**config.mk**
```make
export PLATFORM = sky130hd
export DESIGN_NAME = pointer_packet_tracker
export DESIGN_NICKNAME = d
export VERILOG_FILES = /design/src/sv/ppt_pkg.sv /design/src/sv/ppt_axis.sv /design/src/sv/pointer_packet_tracker.sv
export SDC_FILE = /design/constraint.sdc
export NUM_CORES = 1
export LEC_CHECK = 0
export BUFFER_PORTS_ARGS = -buffer_cell sky130_fd_sc_hd__buf_2
export CAP_MARGIN = 0
export CORE_MARGIN = 2
export CORE_UTILIZATION = 45
export DETAILED_ROUTE_END_ITERATION = 8
export PLACE_DENSITY = 0.61
export SKIP_CTS_REPAIR_TIMING = 1
export SLEW_MARGIN = 10
export SYNTH_ARGS = -nofsm -noshare
export SYNTH_HDL_FRONTEND = slang
export SYNTH_HIERARCHICAL = 1
export SYNTH_SLANG_ARGS = --single-unit
export TNS_END_PERCENT = 20
```
**constraint.sdc**
```tcl
create_clock -name clk -period 12 [get_ports clk]
set_clock_uncertainty 0.1 [all_clocks]
set_input_delay 0.6 -clock clk [delete_from_list [all_inputs] [get_ports clk]]
set_output_delay 0.6 -clock clk [all_outputs]
set_load 0.01 [all_outputs]
```
**src/sv/ppt_pkg.sv**
```systemverilog
`timescale 1ns / 1ps
// ---------------------------------------------------------------------------
// ppt_pkg: shared types and constants for the pointer packet tracker
// Beat layouts, register indexes, widths and the config-time helpers that
// turn register writes into the values the datapath uses.
// ---------------------------------------------------------------------------
package ppt_pkg;

    // coordinate and wheel accumulator widths
    localparam int COORD_BITS = 12;
    localparam int WHEEL_BITS = 16;

    // fixed widths of the device byte and the register port
    localparam int BYTE_W     = 8;
    localparam int BUTTON_W   = 3;
    localparam int SCALE_W    = 6;
    localparam int SIZE_W     = 13;
    localparam int CFG_IDX_W  = 2;
    localparam int CFG_DATA_W = 13;

    // packet framing
    localparam int SYNC_BIT_POS = 3;
    localparam int IDX_W        = 2;

    // gain limits and divide-by-ten reciprocal (exact for magnitudes below 16384)
    localparam int SCALE_MIN   = 5;
    localparam int SCALE_MAX   = 40;
    localparam int SCALE_RESET = 10;
    localparam int RECIP_10    = 6554;
    localparam int RECIP_SHIFT = 16;
    localparam int FACTOR_W    = $clog2(SCALE_MAX * RECIP_10 + 1);

    // scaled step: |delta| <= 128, gain <= 40 tenths
    localparam int STEP_MAX = (128 * SCALE_MAX) / 10;
    localparam int STEP_W   = $clog2(STEP_MAX + 1);
    localparam int PROD_W   = BYTE_W + FACTOR_W;
    localparam int SUM_W    = ((COORD_BITS > STEP_W) ? COORD_BITS : STEP_W) + 2;

    // screen size handling
    localparam int MAX_SIZE = 1 << COORD_BITS;
    localparam int LIM_W    = (SIZE_W > COORD_BITS + 1) ? SIZE_W : COORD_BITS + 1;

    // reset values
    localparam int CURSOR_X_RESET = 512;
    localparam int CURSOR_Y_RESET = 384;
    localparam int WIDTH_RESET    = 1024;
    localparam int HEIGHT_RESET   = 768;

    // register indexes
    localparam logic [CFG_IDX_W-1:0] CFG_WHEEL_MODE    = CFG_IDX_W'(0);
    localparam logic [CFG_IDX_W-1:0] CFG_SCALE_TENTHS  = CFG_IDX_W'(1);
    localparam logic [CFG_IDX_W-1:0] CFG_SCREEN_WIDTH  = CFG_IDX_W'(2);
    localparam logic [CFG_IDX_W-1:0] CFG_SCREEN_HEIGHT = CFG_IDX_W'(3);

    // operation codes
    localparam logic OP_BYTE    = 1'b0;
    localparam logic OP_CONSUME = 1'b1;

    typedef logic [COORD_BITS-1:0] coord_t;
    typedef logic [FACTOR_W-1:0]   factor_t;

    typedef struct packed {
        logic              op;
        logic [BYTE_W-1:0] data_byte;
    } item_t;

    typedef struct packed {
        logic                         packet_done;
        logic                         byte_dropped;
        coord_t                       pos_x;
        coord_t                       pos_y;
        logic [BUTTON_W-1:0]          buttons;
        logic signed [WHEEL_BITS-1:0] wheel_delta;
    } result_t;

    // per-axis settings handed to the axis update
    typedef struct packed {
        factor_t gain;
        coord_t  coord_max;
    } axis_cfg_t;

    // clamp the gain and fold in the divide-by-ten reciprocal
    function automatic factor_t scale_to_factor(input logic [SCALE_W-1:0] s);
        logic [SCALE_W-1:0] c;
        begin
            c = s;
            if (s < SCALE_W'(SCALE_MIN))
            begin
                c = SCALE_W'(SCALE_MIN);
            end
            else if (s > SCALE_W'(SCALE_MAX))
            begin
                c = SCALE_W'(SCALE_MAX);
            end
            return FACTOR_W'(c) * FACTOR_W'(RECIP_10);
        end
    endfunction

    // largest legal coordinate for a screen size
    function automatic coord_t size_to_max(input logic [SIZE_W-1:0] s);
        logic [LIM_W-1:0] w;
        begin
            w = LIM_W'(s);
            if (w == '0)
            begin
                return '0;
            end
            else if (w > LIM_W'(MAX_SIZE))
            begin
                return '1;
            end
            return COORD_BITS'(w - LIM_W'(1));
        end
    endfunction

endpackage

```
**src/sv/ppt_axis.sv**
```systemverilog
`timescale 1ns / 1ps
// ---------------------------------------------------------------------------
// ppt_axis: one cursor axis update
// Scales a signed delta byte by the gain (truncating toward zero), moves
// the coordinate up or down by it and clamps to the screen.
// ---------------------------------------------------------------------------
module ppt_axis
(
    input  ppt_pkg::coord_t            coord,
    input  logic [ppt_pkg::BYTE_W-1:0] delta,
    input  logic                       subtract,
    input  ppt_pkg::axis_cfg_t         cfg,
    output ppt_pkg::coord_t            coord_next
);

    logic                              neg;
    logic [ppt_pkg::BYTE_W-1:0]        mag;
    logic [ppt_pkg::PROD_W-1:0]        prod;
    logic [ppt_pkg::STEP_W-1:0]        step;
    logic                              move_down;
    logic signed [ppt_pkg::SUM_W-1:0]  base;
    logic signed [ppt_pkg::SUM_W-1:0]  offs;
    logic signed [ppt_pkg::SUM_W-1:0]  sum;
    logic signed [ppt_pkg::SUM_W-1:0]  limit;

    // magnitude of the delta byte, then gain times reciprocal of ten
    assign neg  = delta[ppt_pkg::BYTE_W-1];
    assign mag  = neg ? (~delta + ppt_pkg::BYTE_W'(1)) : delta;
    assign prod = ppt_pkg::PROD_W'(mag) * ppt_pkg::PROD_W'(cfg.gain);
    assign step = prod[ppt_pkg::RECIP_SHIFT +: ppt_pkg::STEP_W];

    // direction of motion on this axis
    assign move_down = neg ^ subtract;
    assign base      = $signed(ppt_pkg::SUM_W'(coord));
    assign offs      = $signed(ppt_pkg::SUM_W'(step));
    assign sum       = move_down ? (base - offs) : (base + offs);
    assign limit     = $signed(ppt_pkg::SUM_W'(cfg.coord_max));

    // clamp to the screen
    always_comb
    begin
        priority if (sum < 0)
        begin
            coord_next = '0;
        end
        else if (sum > limit)
        begin
            coord_next = cfg.coord_max;
        end
        else
        begin
            coord_next = ppt_pkg::COORD_BITS'(sum);
        end
    end

endmodule

```
**src/sv/pointer_packet_tracker.sv**
```systemverilog
`timescale 1ns / 1ps
// ---------------------------------------------------------------------------
// pointer_packet_tracker: pointer device packet framer and cursor tracker
// Frames device bytes into 3- or 4-byte packets, resyncs on the sync bit,
// scales and clamps cursor motion and keeps a saturating wheel accumulator.
// ---------------------------------------------------------------------------
// Path: an accepted beat sits in the input register and moves on to the
//   result register once that register is free or draining.
// Throughput: one beat per cycle unless result_stall holds; the framing
//   and cursor state loop closes through the gain multiplier, adder, clamp.
// Reset: both stages empty, cursor at 512,384, framing and wheel cleared,
//   registers at 3-byte mode, gain 10 tenths, screen 1024 x 768.
module pointer_packet_tracker
(
    input  logic                              clk,
    input  logic                              rst_n,
    input  logic                              item_valid,
    output logic                              item_stall,
    input  ppt_pkg::item_t                    item,
    output logic                              result_valid,
    input  logic                              result_stall,
    output ppt_pkg::result_t                  result,
    input  logic                              cfg_we,
    input  logic [ppt_pkg::CFG_IDX_W-1:0]     cfg_index,
    input  logic [ppt_pkg::CFG_DATA_W-1:0]    cfg_wdata
);

    localparam int W = ppt_pkg::WHEEL_BITS;

    // configuration
    logic                     wheel_mode_reg;
    ppt_pkg::factor_t         gain_reg;
    ppt_pkg::coord_t          x_max_reg;
    ppt_pkg::coord_t          y_max_reg;

    // pipeline registers
    logic                     item_valid_reg;
    ppt_pkg::item_t           item_reg;
    logic                     result_valid_reg;
    ppt_pkg::result_t         result_reg;
    ppt_pkg::result_t         result_next;

    // tracker state
    logic [ppt_pkg::IDX_W-1:0]    byte_index_reg;
    logic [ppt_pkg::IDX_W-1:0]    byte_index_next;
    logic [ppt_pkg::BUTTON_W-1:0] first_byte_reg;
    logic [ppt_pkg::BUTTON_W-1:0] first_byte_next;
    logic [ppt_pkg::BYTE_W-1:0]   delta_x_reg;
    logic [ppt_pkg::BYTE_W-1:0]   delta_x_next;
    logic [ppt_pkg::BYTE_W-1:0]   delta_y_reg;
    logic [ppt_pkg::BYTE_W-1:0]   delta_y_next;
    ppt_pkg::coord_t              cursor_x_reg;
    ppt_pkg::coord_t              cursor_x_next;
    ppt_pkg::coord_t              cursor_y_reg;
    ppt_pkg::coord_t              cursor_y_next;
    logic signed [W-1:0]          wheel_sum_reg;
    logic signed [W-1:0]          wheel_sum_next;

    // datapath
    logic                     fire;
    logic                     is_byte;
    logic                     drop;
    logic                     take;
    logic                     complete;
    logic [ppt_pkg::BYTE_W-1:0] data;
    logic [ppt_pkg::BYTE_W-1:0] y_byte;
    logic signed [W:0]        wheel_add;
    logic signed [W-1:0]      wheel_sat;
    ppt_pkg::coord_t          x_moved;
    ppt_pkg::coord_t          y_moved;
    ppt_pkg::axis_cfg_t       x_cfg;
    ppt_pkg::axis_cfg_t       y_cfg;

    // handshake: the stage moves when the result register is free or draining
    assign fire         = item_valid_reg && (!result_valid_reg || !result_stall);
    assign item_stall   = item_valid_reg && !fire;
    assign result_valid = result_valid_reg;
    assign result       = result_reg;

    // input register
    always_ff @(posedge clk or negedge rst_n)
    begin
        if (!rst_n)
        begin
            item_valid_reg <= 1'b0;
        end
        else if (!item_stall)
        begin
            item_valid_reg <= item_valid;
        end
    end

    always_ff @(posedge clk)
    begin
        if (item_valid && !item_stall)
        begin
            item_reg <= item;
        end
    end

    // configuration registers
    always_ff @(posedge clk or negedge rst_n)
    begin
        if (!rst_n)
        begin
            wheel_mode_reg <= 1'b0;
            gain_reg       <= ppt_pkg::scale_to_factor(ppt_pkg::SCALE_W'(ppt_pkg::SCALE_RESET));
            x_max_reg      <= ppt_pkg::size_to_max(ppt_pkg::SIZE_W'(ppt_pkg::WIDTH_RESET));
            y_max_reg      <= ppt_pkg::size_to_max(ppt_pkg::SIZE_W'(ppt_pkg::HEIGHT_RESET));
        end
        else if (cfg_we)
        begin
            unique case (cfg_index)
                ppt_pkg::CFG_WHEEL_MODE:
                begin
                    wheel_mode_reg <= cfg_wdata[0];
                end
                ppt_pkg::CFG_SCALE_TENTHS:
                begin
                    gain_reg <= ppt_pkg::scale_to_factor(cfg_wdata[ppt_pkg::SCALE_W-1:0]);
                end
                ppt_pkg::CFG_SCREEN_WIDTH:
                begin
                    x_max_reg <= ppt_pkg::size_to_max(cfg_wdata[ppt_pkg::SIZE_W-1:0]);
                end
                ppt_pkg::CFG_SCREEN_HEIGHT:
                begin
                    y_max_reg <= ppt_pkg::size_to_max(cfg_wdata[ppt_pkg::SIZE_W-1:0]);
                end
                default:
                begin
                end
            endcase
        end
    end

    // framing decisions for the beat in the input register
    assign data     = item_reg.data_byte;
    assign is_byte  = (item_reg.op == ppt_pkg::OP_BYTE);
    assign drop     = is_byte && (byte_index_reg == '0) && !data[ppt_pkg::SYNC_BIT_POS];
    assign take     = is_byte && !drop;
    assign complete = take && (wheel_mode_reg ? (byte_index_reg == 2'd3)
                                              : (byte_index_reg >= 2'd2));

    // the third byte may arrive with this beat
    assign y_byte = (byte_index_reg == 2'd2) ? data : delta_y_reg;

    assign x_cfg = '{gain: gain_reg, coord_max: x_max_reg};
    assign y_cfg = '{gain: gain_reg, coord_max: y_max_reg};

    ppt_axis u_axis_x
    (
        .coord      (cursor_x_reg),
        .delta      (delta_x_reg),
        .subtract   (1'b0),
        .cfg        (x_cfg),
        .coord_next (x_moved)
    );

    ppt_axis u_axis_y
    (
        .coord      (cursor_y_reg),
        .delta      (y_byte),
        .subtract   (1'b1),
        .cfg        (y_cfg),
        .coord_next (y_moved)
    );

    // saturating wheel add of the signed fourth byte
    assign wheel_add = {wheel_sum_reg[W-1], wheel_sum_reg}
                     + {{(W + 1 - ppt_pkg::BYTE_W){data[ppt_pkg::BYTE_W-1]}}, data};

    always_comb
    begin
        if (wheel_add[W] != wheel_add[W-1])
        begin
            wheel_sat = wheel_add[W] ? {1'b1, {(W - 1){1'b0}}} : {1'b0, {(W - 1){1'b1}}};
        end
        else
        begin
            wheel_sat = wheel_add[W-1:0];
        end
    end

    // next state and result beat
    always_comb
    begin
        byte_index_next = byte_index_reg;
        first_byte_next = first_byte_reg;
        delta_x_next    = delta_x_reg;
        delta_y_next    = delta_y_reg;
        cursor_x_next   = cursor_x_reg;
        cursor_y_next   = cursor_y_reg;
        wheel_sum_next  = wheel_sum_reg;

        if (take)
        begin
            unique case (byte_index_reg)
                2'd0:
                begin
                    first_byte_next = data[ppt_pkg::BUTTON_W-1:0];
                end
                2'd1:
                begin
                    delta_x_next = data;
                end
                2'd2:
                begin
                    delta_y_next = data;
                end
                default:
                begin
                end
            endcase
            byte_index_next = complete ? '0 : byte_index_reg + 2'd1;
        end

        if (complete)
        begin
            cursor_x_next = x_moved;
            cursor_y_next = y_moved;
            if (wheel_mode_reg)
            begin
                wheel_sum_next = wheel_sat;
            end
        end

        if (!is_byte)
        begin
            wheel_sum_next = '0;
        end

        result_next.packet_done  = complete;
        result_next.byte_dropped = drop;
        result_next.pos_x        = cursor_x_next;
        result_next.pos_y        = cursor_y_next;
        result_next.buttons      = first_byte_next;
        result_next.wheel_delta  = is_byte ? '0 : wheel_sum_reg;
    end

    // state and result register
    always_ff @(posedge clk or negedge rst_n)
    begin
        if (!rst_n)
        begin
            byte_index_reg   <= '0;
            first_byte_reg   <= '0;
            delta_x_reg      <= '0;
            delta_y_reg      <= '0;
            cursor_x_reg     <= ppt_pkg::COORD_BITS'(ppt_pkg::CURSOR_X_RESET);
            cursor_y_reg     <= ppt_pkg::COORD_BITS'(ppt_pkg::CURSOR_Y_RESET);
            wheel_sum_reg    <= '0;
            result_valid_reg <= 1'b0;
        end
        else if (fire)
        begin
            byte_index_reg   <= byte_index_next;
            first_byte_reg   <= first_byte_next;
            delta_x_reg      <= delta_x_next;
            delta_y_reg      <= delta_y_next;
            cursor_x_reg     <= cursor_x_next;
            cursor_y_reg     <= cursor_y_next;
            wheel_sum_reg    <= wheel_sum_next;
            result_valid_reg <= 1'b1;
        end
        else if (!result_stall)
        begin
            result_valid_reg <= 1'b0;
        end
    end

    always_ff @(posedge clk)
    begin
        if (fire)
        begin
            result_reg <= result_next;
        end
    end

    // checks
    a_done_or_drop: assert property (@(posedge clk) disable iff (!rst_n)
        result_valid_reg |-> !(result_reg.packet_done && result_reg.byte_dropped))
        else $error("packet done and byte dropped in one beat");

    a_consume_clears: assert property (@(posedge clk) disable iff (!rst_n)
        fire && (item_reg.op == ppt_pkg::OP_CONSUME) |=> (wheel_sum_reg == '0))
        else $error("wheel accumulator not cleared after consume");

    a_frame_restart: assert property (@(posedge clk) disable iff (!rst_n)
        fire && complete |=> (byte_index_reg == '0))
        else $error("framing did not restart after a packet");

    a_stall_cause: assert property (@(posedge clk) disable iff (!rst_n)
        item_stall |-> (item_valid_reg && result_valid_reg && result_stall))
        else $error("input stalled without a blocked result");

    a_x_on_screen: assert property (@(posedge clk) disable iff (!rst_n)
        result_valid_reg && result_reg.packet_done |-> (result_reg.pos_x <= x_max_reg))
        else $error("cursor x beyond screen after packet");

endmodule
```
==> results of run 1 <==
==> cells in the final DEF (no fill, tap or decap), drive strengths merged, types with 74 or more instances in the layout <==
cell,count
inv,331
and2,120
fa,212
buf,100
nor2b,122
o21ai,93
ha,208
mux2,87
nand2,224
dfrtp,82
nor2,74
==> final timing paths <==
path                                            endpoint                           from  cells past startpoint  slack [ps]
max in group asynchronous        gain_reg[7]$_DFFE_PN0P_                          rst_n                      2       10430
hold reg to reg                 y_max_reg[9]$_DFFE_PN1P_       y_max_reg[9]$_DFFE_PN1P_                      2         380
setup / recovery            cursor_y_reg[11]$_DFFE_PN0P_  byte_index_reg[0]$_DFFE_PN0P_                     39        1160
setup reg to reg            cursor_y_reg[11]$_DFFE_PN0P_  byte_index_reg[0]$_DFFE_PN0P_                     39        1160
hold / removal             wheel_sum_reg[11]$_DFFE_PN0P_                          rst_n                      1          50
min in group clk                       data[1]$_DFFE_PP_                        item[1]                      1         230
==> stage by stage <==
stage	hold slack [ps]	area (µm²)	worst slack (ps)	utilization
after floorplan	204	20800	2040	-
after global placement	373	21800	1520	0.479
after detailed placement	379	21800	1240	0.479
after CTS	66.6	22400	1220	0.493
after global routing	85.6	22400	422	0.493
final	53.6	22400	1160	0.493
==> kinds of logic after synthesis <==
family | after synthesis | synth area share
AND/OR/NAND/NOR | 686 | 0.173
adder cells (fa/ha/maj) | 420 | 0.331
buffers and inverters | 389 | 0.0751
AO/OA/AOI/OAI | 353 | 0.121
flip-flops | 160 | 0.208
multiplexers | 95 | 0.0515
XOR/XNOR | 93 | 0.0397
other | 2 | 0.000363
==> layer usage <==
| metal | part of all wire | wire (µm) | vias to the layer above | global-route usage |
|---|---|---|---|---|
| li1 | - | - | 7424 | - |
| met1 | 0.47 | 23200 | 7717 | 0.298 |
| met2 | 0.49 | 23900 | 248 | 0.369 |
| met3 | 0.030 | 1500 | 47 | 0.0237 |
| met4 | 0.012 | 588 | 0 | 0.0406 |
| met5 | 0 | 0 | - | 0 |
==> area by class of cell <==
class	count	share of cell area
Timing Repair Buffer	100	0.0253
Clock buffer	18	0.0196
Inverter	325	0.0545
Sequential cell	160	0.192
Clock inverter	14	0.00783
Multi-Input combinational cell	1665	0.667
Tap cell	600	0.0336
==> worst max-delay path, delay by kind of cell, from the launching register on <==
family / cells / cell delay, ps
AO/OA/AOI/OAI: 11 / 2580
XOR/XNOR: 2 / 600
adder cells (fa/ha/maj): 10 / 3690
buffers and inverters: 4 / 550
flip-flops: 1 / 410
multiplexers: 3 / 1150
AND/OR/NAND/NOR: 9 / 1620
==> results.yml, run 1 <==
route:
  drtAntennaViolNets: 0
  drt_iter0_drc: 817
  wl_per_cell_um: 17.1
  firstDrtPassIters: 5
  drc: 0
  routed_wl_um: 49200
  viasPerCell: 5.36
  vias: 15400
floorplan:
  rows: 78
  ioPinCount: 76
  coreArea_um2: 45400
  start_util: 0.456
  die_area_um2: 47800
  die_w_um: 219
  fp.dieH_um: 219
cts:
  cts_made_buffers: 17
  clockBufferDepth: 2
  clk_pin_slew_ps: 70
  cts_tree: "yes"
  root_buffer: "clkbuf_16"
  clk_latency_ps: 440
  cts.sinks: 160
  cts.htree.levels: 4
grt:
  grt_max_degree: 75
  antenna_found_initial: 0
  grt_pass1_vias: 16200
  grt_overflow: 0
  grt_pass1_wl_um: 83100
  grt.total_usage: 0.216
setup_path:
  endpoint_kind: "flip-flop"
  critPathRequiredTime_ps: 12220
  worst_path_max_delay_cell: "mux2_2"
  worst_ep_arrival_time_ps: 11060
  crit_type: "reg -> reg"
  startpoint_type: "flip-flop"
  cp_max_fo: 23
  slowest_delay_ps: 600
final_layout:
  fill_cells: 4325
  antenna_cells: 0
  nNetsFinal: 2718
  syn_to_final_growth_pct: 8.04
  multi_input_comb_area_um2: 14900
  register_area_um2: 4300
  layout.cells.non_filler: 2882
  largest_reg_flops: 45
  layout-drive-gt1-share: 0.126
synthesis:
  ys_seq_elements: 160
  synth_seq_area_share: 0.208
  synth_common_cells: "inv_1 (325), nand2_1 (224), fa_1 (212)"
  yosys-top-cells-area: "fa_1 (20%), ha_1 (13%), dfrtp_1 (9.9%)"
  synth_top_area_share: 0.205
  ys_types: 97
  synth_edf_count: 54
  yosysMostFrequentCell: "inv_1"
  netlist_instances: 2198
  yosysWarnings: 6
  avgSynthCellArea_um2: 9.42
  async_flop_share: 0.663
  ys.flop_type: "dfrtp_1"
  syn_area_um2: 20700
  synth_top_cell_by_area: "fa_1"
flow_run:
  cap_viol_max_count: 0
sta:
  finalSetupTns_ps: 0
  rsz0062_at_grt: "false"
  hold_violations: 0
  slew_viol_final: 0
  setup_violations: 0
  worst_pin_slew_ps: 1050
  finalCritPeriodShare: 0.903
  post-route-min-period_ps: 10840
  slew_headroom: 0.296
  fmax_ghz: 0.0923
min_path:
  hp-class: "in -> async"
placement:
  port_buffers: 75
  dp_hpwl_um: 38400
  place.gp.congestion: 0.917
  placed_cells: 2850
status:
  outcome: "complete, no violations"
Power of run 1 is not shown: default switching activity piles up to over one toggle a cycle in this logic, so the estimate is an artifact.
==> inputs of run 2 (changes only) <==
ABC_AREA = 1   (was unset)
SYNTH_HIERARCHICAL = unset   (was 1)
==> results.yml, run 2 <==
floorplan:
  rows: 79
  start_util: 0.457
  fp.dieH_um: 221
  coreArea_um2: 46600
  ioPinCount: 76
  die_w_um: 221
  die_area_um2: 49000
synthesis:
  async_flop_share: 0.663
  ys_seq_elements: 160
  yosysWarnings: 0
  avgSynthCellArea_um2: 7.13
  synth_seq_area_share: 0.202
  synth_edf_count: 54
  syn_area_um2: 21300
  ys.flop_type: "dfrtp_1"
  synth_top_cell_by_area: "fa_1"
  synth_top_area_share: 0.188
  netlist_instances: 2983
  yosys-top-cells-area: "fa_1 (19%), nand2_1 (15%), ha_1 (12%)"
  ys_types: 50
  synth_common_cells: "nand2_1 (832), inv_1 (560), nor2_1 (314)"
  synth.net_count: 3423
  yosysMostFrequentCell: "nand2_1"
setup_path:
  cp_max_fo: 16
  worst_path_max_delay_cell: "fa_1"
  crit_path_frequent_cell: "nand2_1"
  worst_ep_arrival_time_ps: 10480
  endpoint_kind: "flip-flop"
  crit_family: "adder cells"
  slowest_delay_ps: 550
  cp_num_buf_inv: 11
  startpoint_type: "flip-flop"
  crit_type: "reg -> reg"
  critPathRequiredTime_ps: 12100
  r2r_setup_slack_ps: 1620
sta:
  slew_headroom: 0.240
  hold_slack_ps: 60.6
  post-route-min-period_ps: 10380
  layout_setup_ws_ps: 1620
  setup_violations: 0
  rsz0062_at_grt: "false"
  hold_violations: 0
  finalCritPeriodShare: 0.865
  finalSetupTns_ps: 0
  worst_pin_slew_ps: 1130
  fmax_ghz: 0.0963
  slew_viol_final: 0
min_path:
  hp-class: "in -> async"
cts:
  cts.htree.levels: 4
  cts_made_buffers: 17
  root_buffer: "clkbuf_16"
  cts_tree: "yes"
  clk_latency_ps: 460
  clk_pin_slew_ps: 70
  clockBufferDepth: 2
  cts.sinks: 160
final_layout:
  fill_cells: 4766
  syn_to_final_growth_pct: 6.63
  nNetsFinal: 3445
  final_cell_mix: "nand2_1 (832), inv_1 (560), nor2_1 (313), ha_1 (211), fa_1 (200)"
  post-route-cell-area_um2: 22700
  antenna_cells: 0
  multi_input_comb_area_um2: 14500
  layout-drive-gt1-share: 0.0550
  register_area_um2: 4300
  layout_commonest_cell: "nand2_1"
  largest_reg_flops: 45
route:
  drc: 0
  vias: 19000
  routed_wl_um: 60700
  viasPerCell: 5.25
  drtAntennaViolNets: 0
  drt_iter0_drc: 1454
  wl_per_cell_um: 16.7
  firstDrtPassIters: 5
flow_run:
  cap_viol_max_count: 0
grt:
  grt_overflow: 0
  antenna_found_initial: 1
  grt.total_usage: 0.254
  grt_max_degree: 56
  grt_pass1_wl_um: 99800
  grt_pass1_vias: 19100
placement:
  port_buffers: 75
  placed_area_um2: 22100
  dp_hpwl_um: 49400
  pre_cts_ws_ps: 1760
  place.gp.congestion: 0.983
status:
  outcome: "complete, no violations"
run 2: changes by cell type after synthesis, sizes merged, moves of 33 or more:
| cell | delta |
|---|---|
| nand2 | +610 |
| nor2 | +246 |
| inv | +241 |
| nand3 | +147 |
| nor2b | -122 |
| and2 | -118 |
| mux2 | -86 |
| o21ai | +49 |
| xnor2 | -33 |
run 2: final timing paths:
| path | from | end | depth (start not counted) |
|---|---|---|---|
| setup / recovery | byte_index_reg[0]$_DFFE_PN0P_ | result[29]$_DFFE_PP_ | 52 |
| min in group clk | item[6] | data[6]$_DFFE_PP_ | 1 |
| setup reg to reg | byte_index_reg[0]$_DFFE_PN0P_ | result[29]$_DFFE_PP_ | 52 |
| hold / removal | rst_n | wheel_sum_reg[12]$_DFFE_PN0P_ | 1 |
| hold reg to reg | first_byte_reg[2]$_DFFE_PN0P_ | first_byte_reg[2]$_DFFE_PN0P_ | 2 |
| max in group asynchronous | rst_n | cursor_x_reg[5]$_DFFE_PN0P_ | 2 |
run 2: worst register-to-register path, delay by kind of cell (launching register included):
kind / cells / cell delay (ps)
fa+ha+maj: 9 / 3720
simple gates: 27 / 3660
buf+inv: 11 / 1180
compound gates: 5 / 1030
flops: 1 / 400
run 2: area by class of cell:
class / count / area share
Multi-Input combinational cell: 2176 / 0.639
Sequential cell: 160 / 0.190
Inverter: 569 / 0.0942
Tap cell: 607 / 0.0335
Clock buffer: 18 / 0.0194
Timing Repair Buffer: 81 / 0.0187
Clock inverter: 14 / 0.00508
run 2: cell families after synthesis:
logic type,after synthesis,share of synthesized area
adders and majority gates,411,0.312
muxes,1,0.000530
AOI/OAI and AO/OA,299,0.0770
xor gates and xnor gates,47,0.0194
and+or+nand+nor,1418,0.272
buffers and inverters,647,0.116
DFF,160,0.202
run 2: routing by layer:
| layer | routed length (µm) | vias to the layer above | GRT usage | part of all wire |
|---|---|---|---|---|
| li1 | - | 9270 | - | - |
| met1 | 27800 | 9132 | 0.351 | 0.46 |
| met2 | 27800 | 558 | 0.412 | 0.46 |
| met3 | 3770 | 85 | 0.0396 | 0.062 |
| met4 | 1340 | 2 | 0.0699 | 0.022 |
| met5 | 13 | - | 0 | 0.00021 |
run 2: metrics by stage:
stage,util,instances
2_1_floorplan,-,2983
3_5_place_dp,0.475,3593
6_report,0.487,3625
5_1_grt,0.487,3625
4_1_cts,0.487,3625
3_3_place_gp,0.475,3593
Power of run 2 is left out for the same reason.
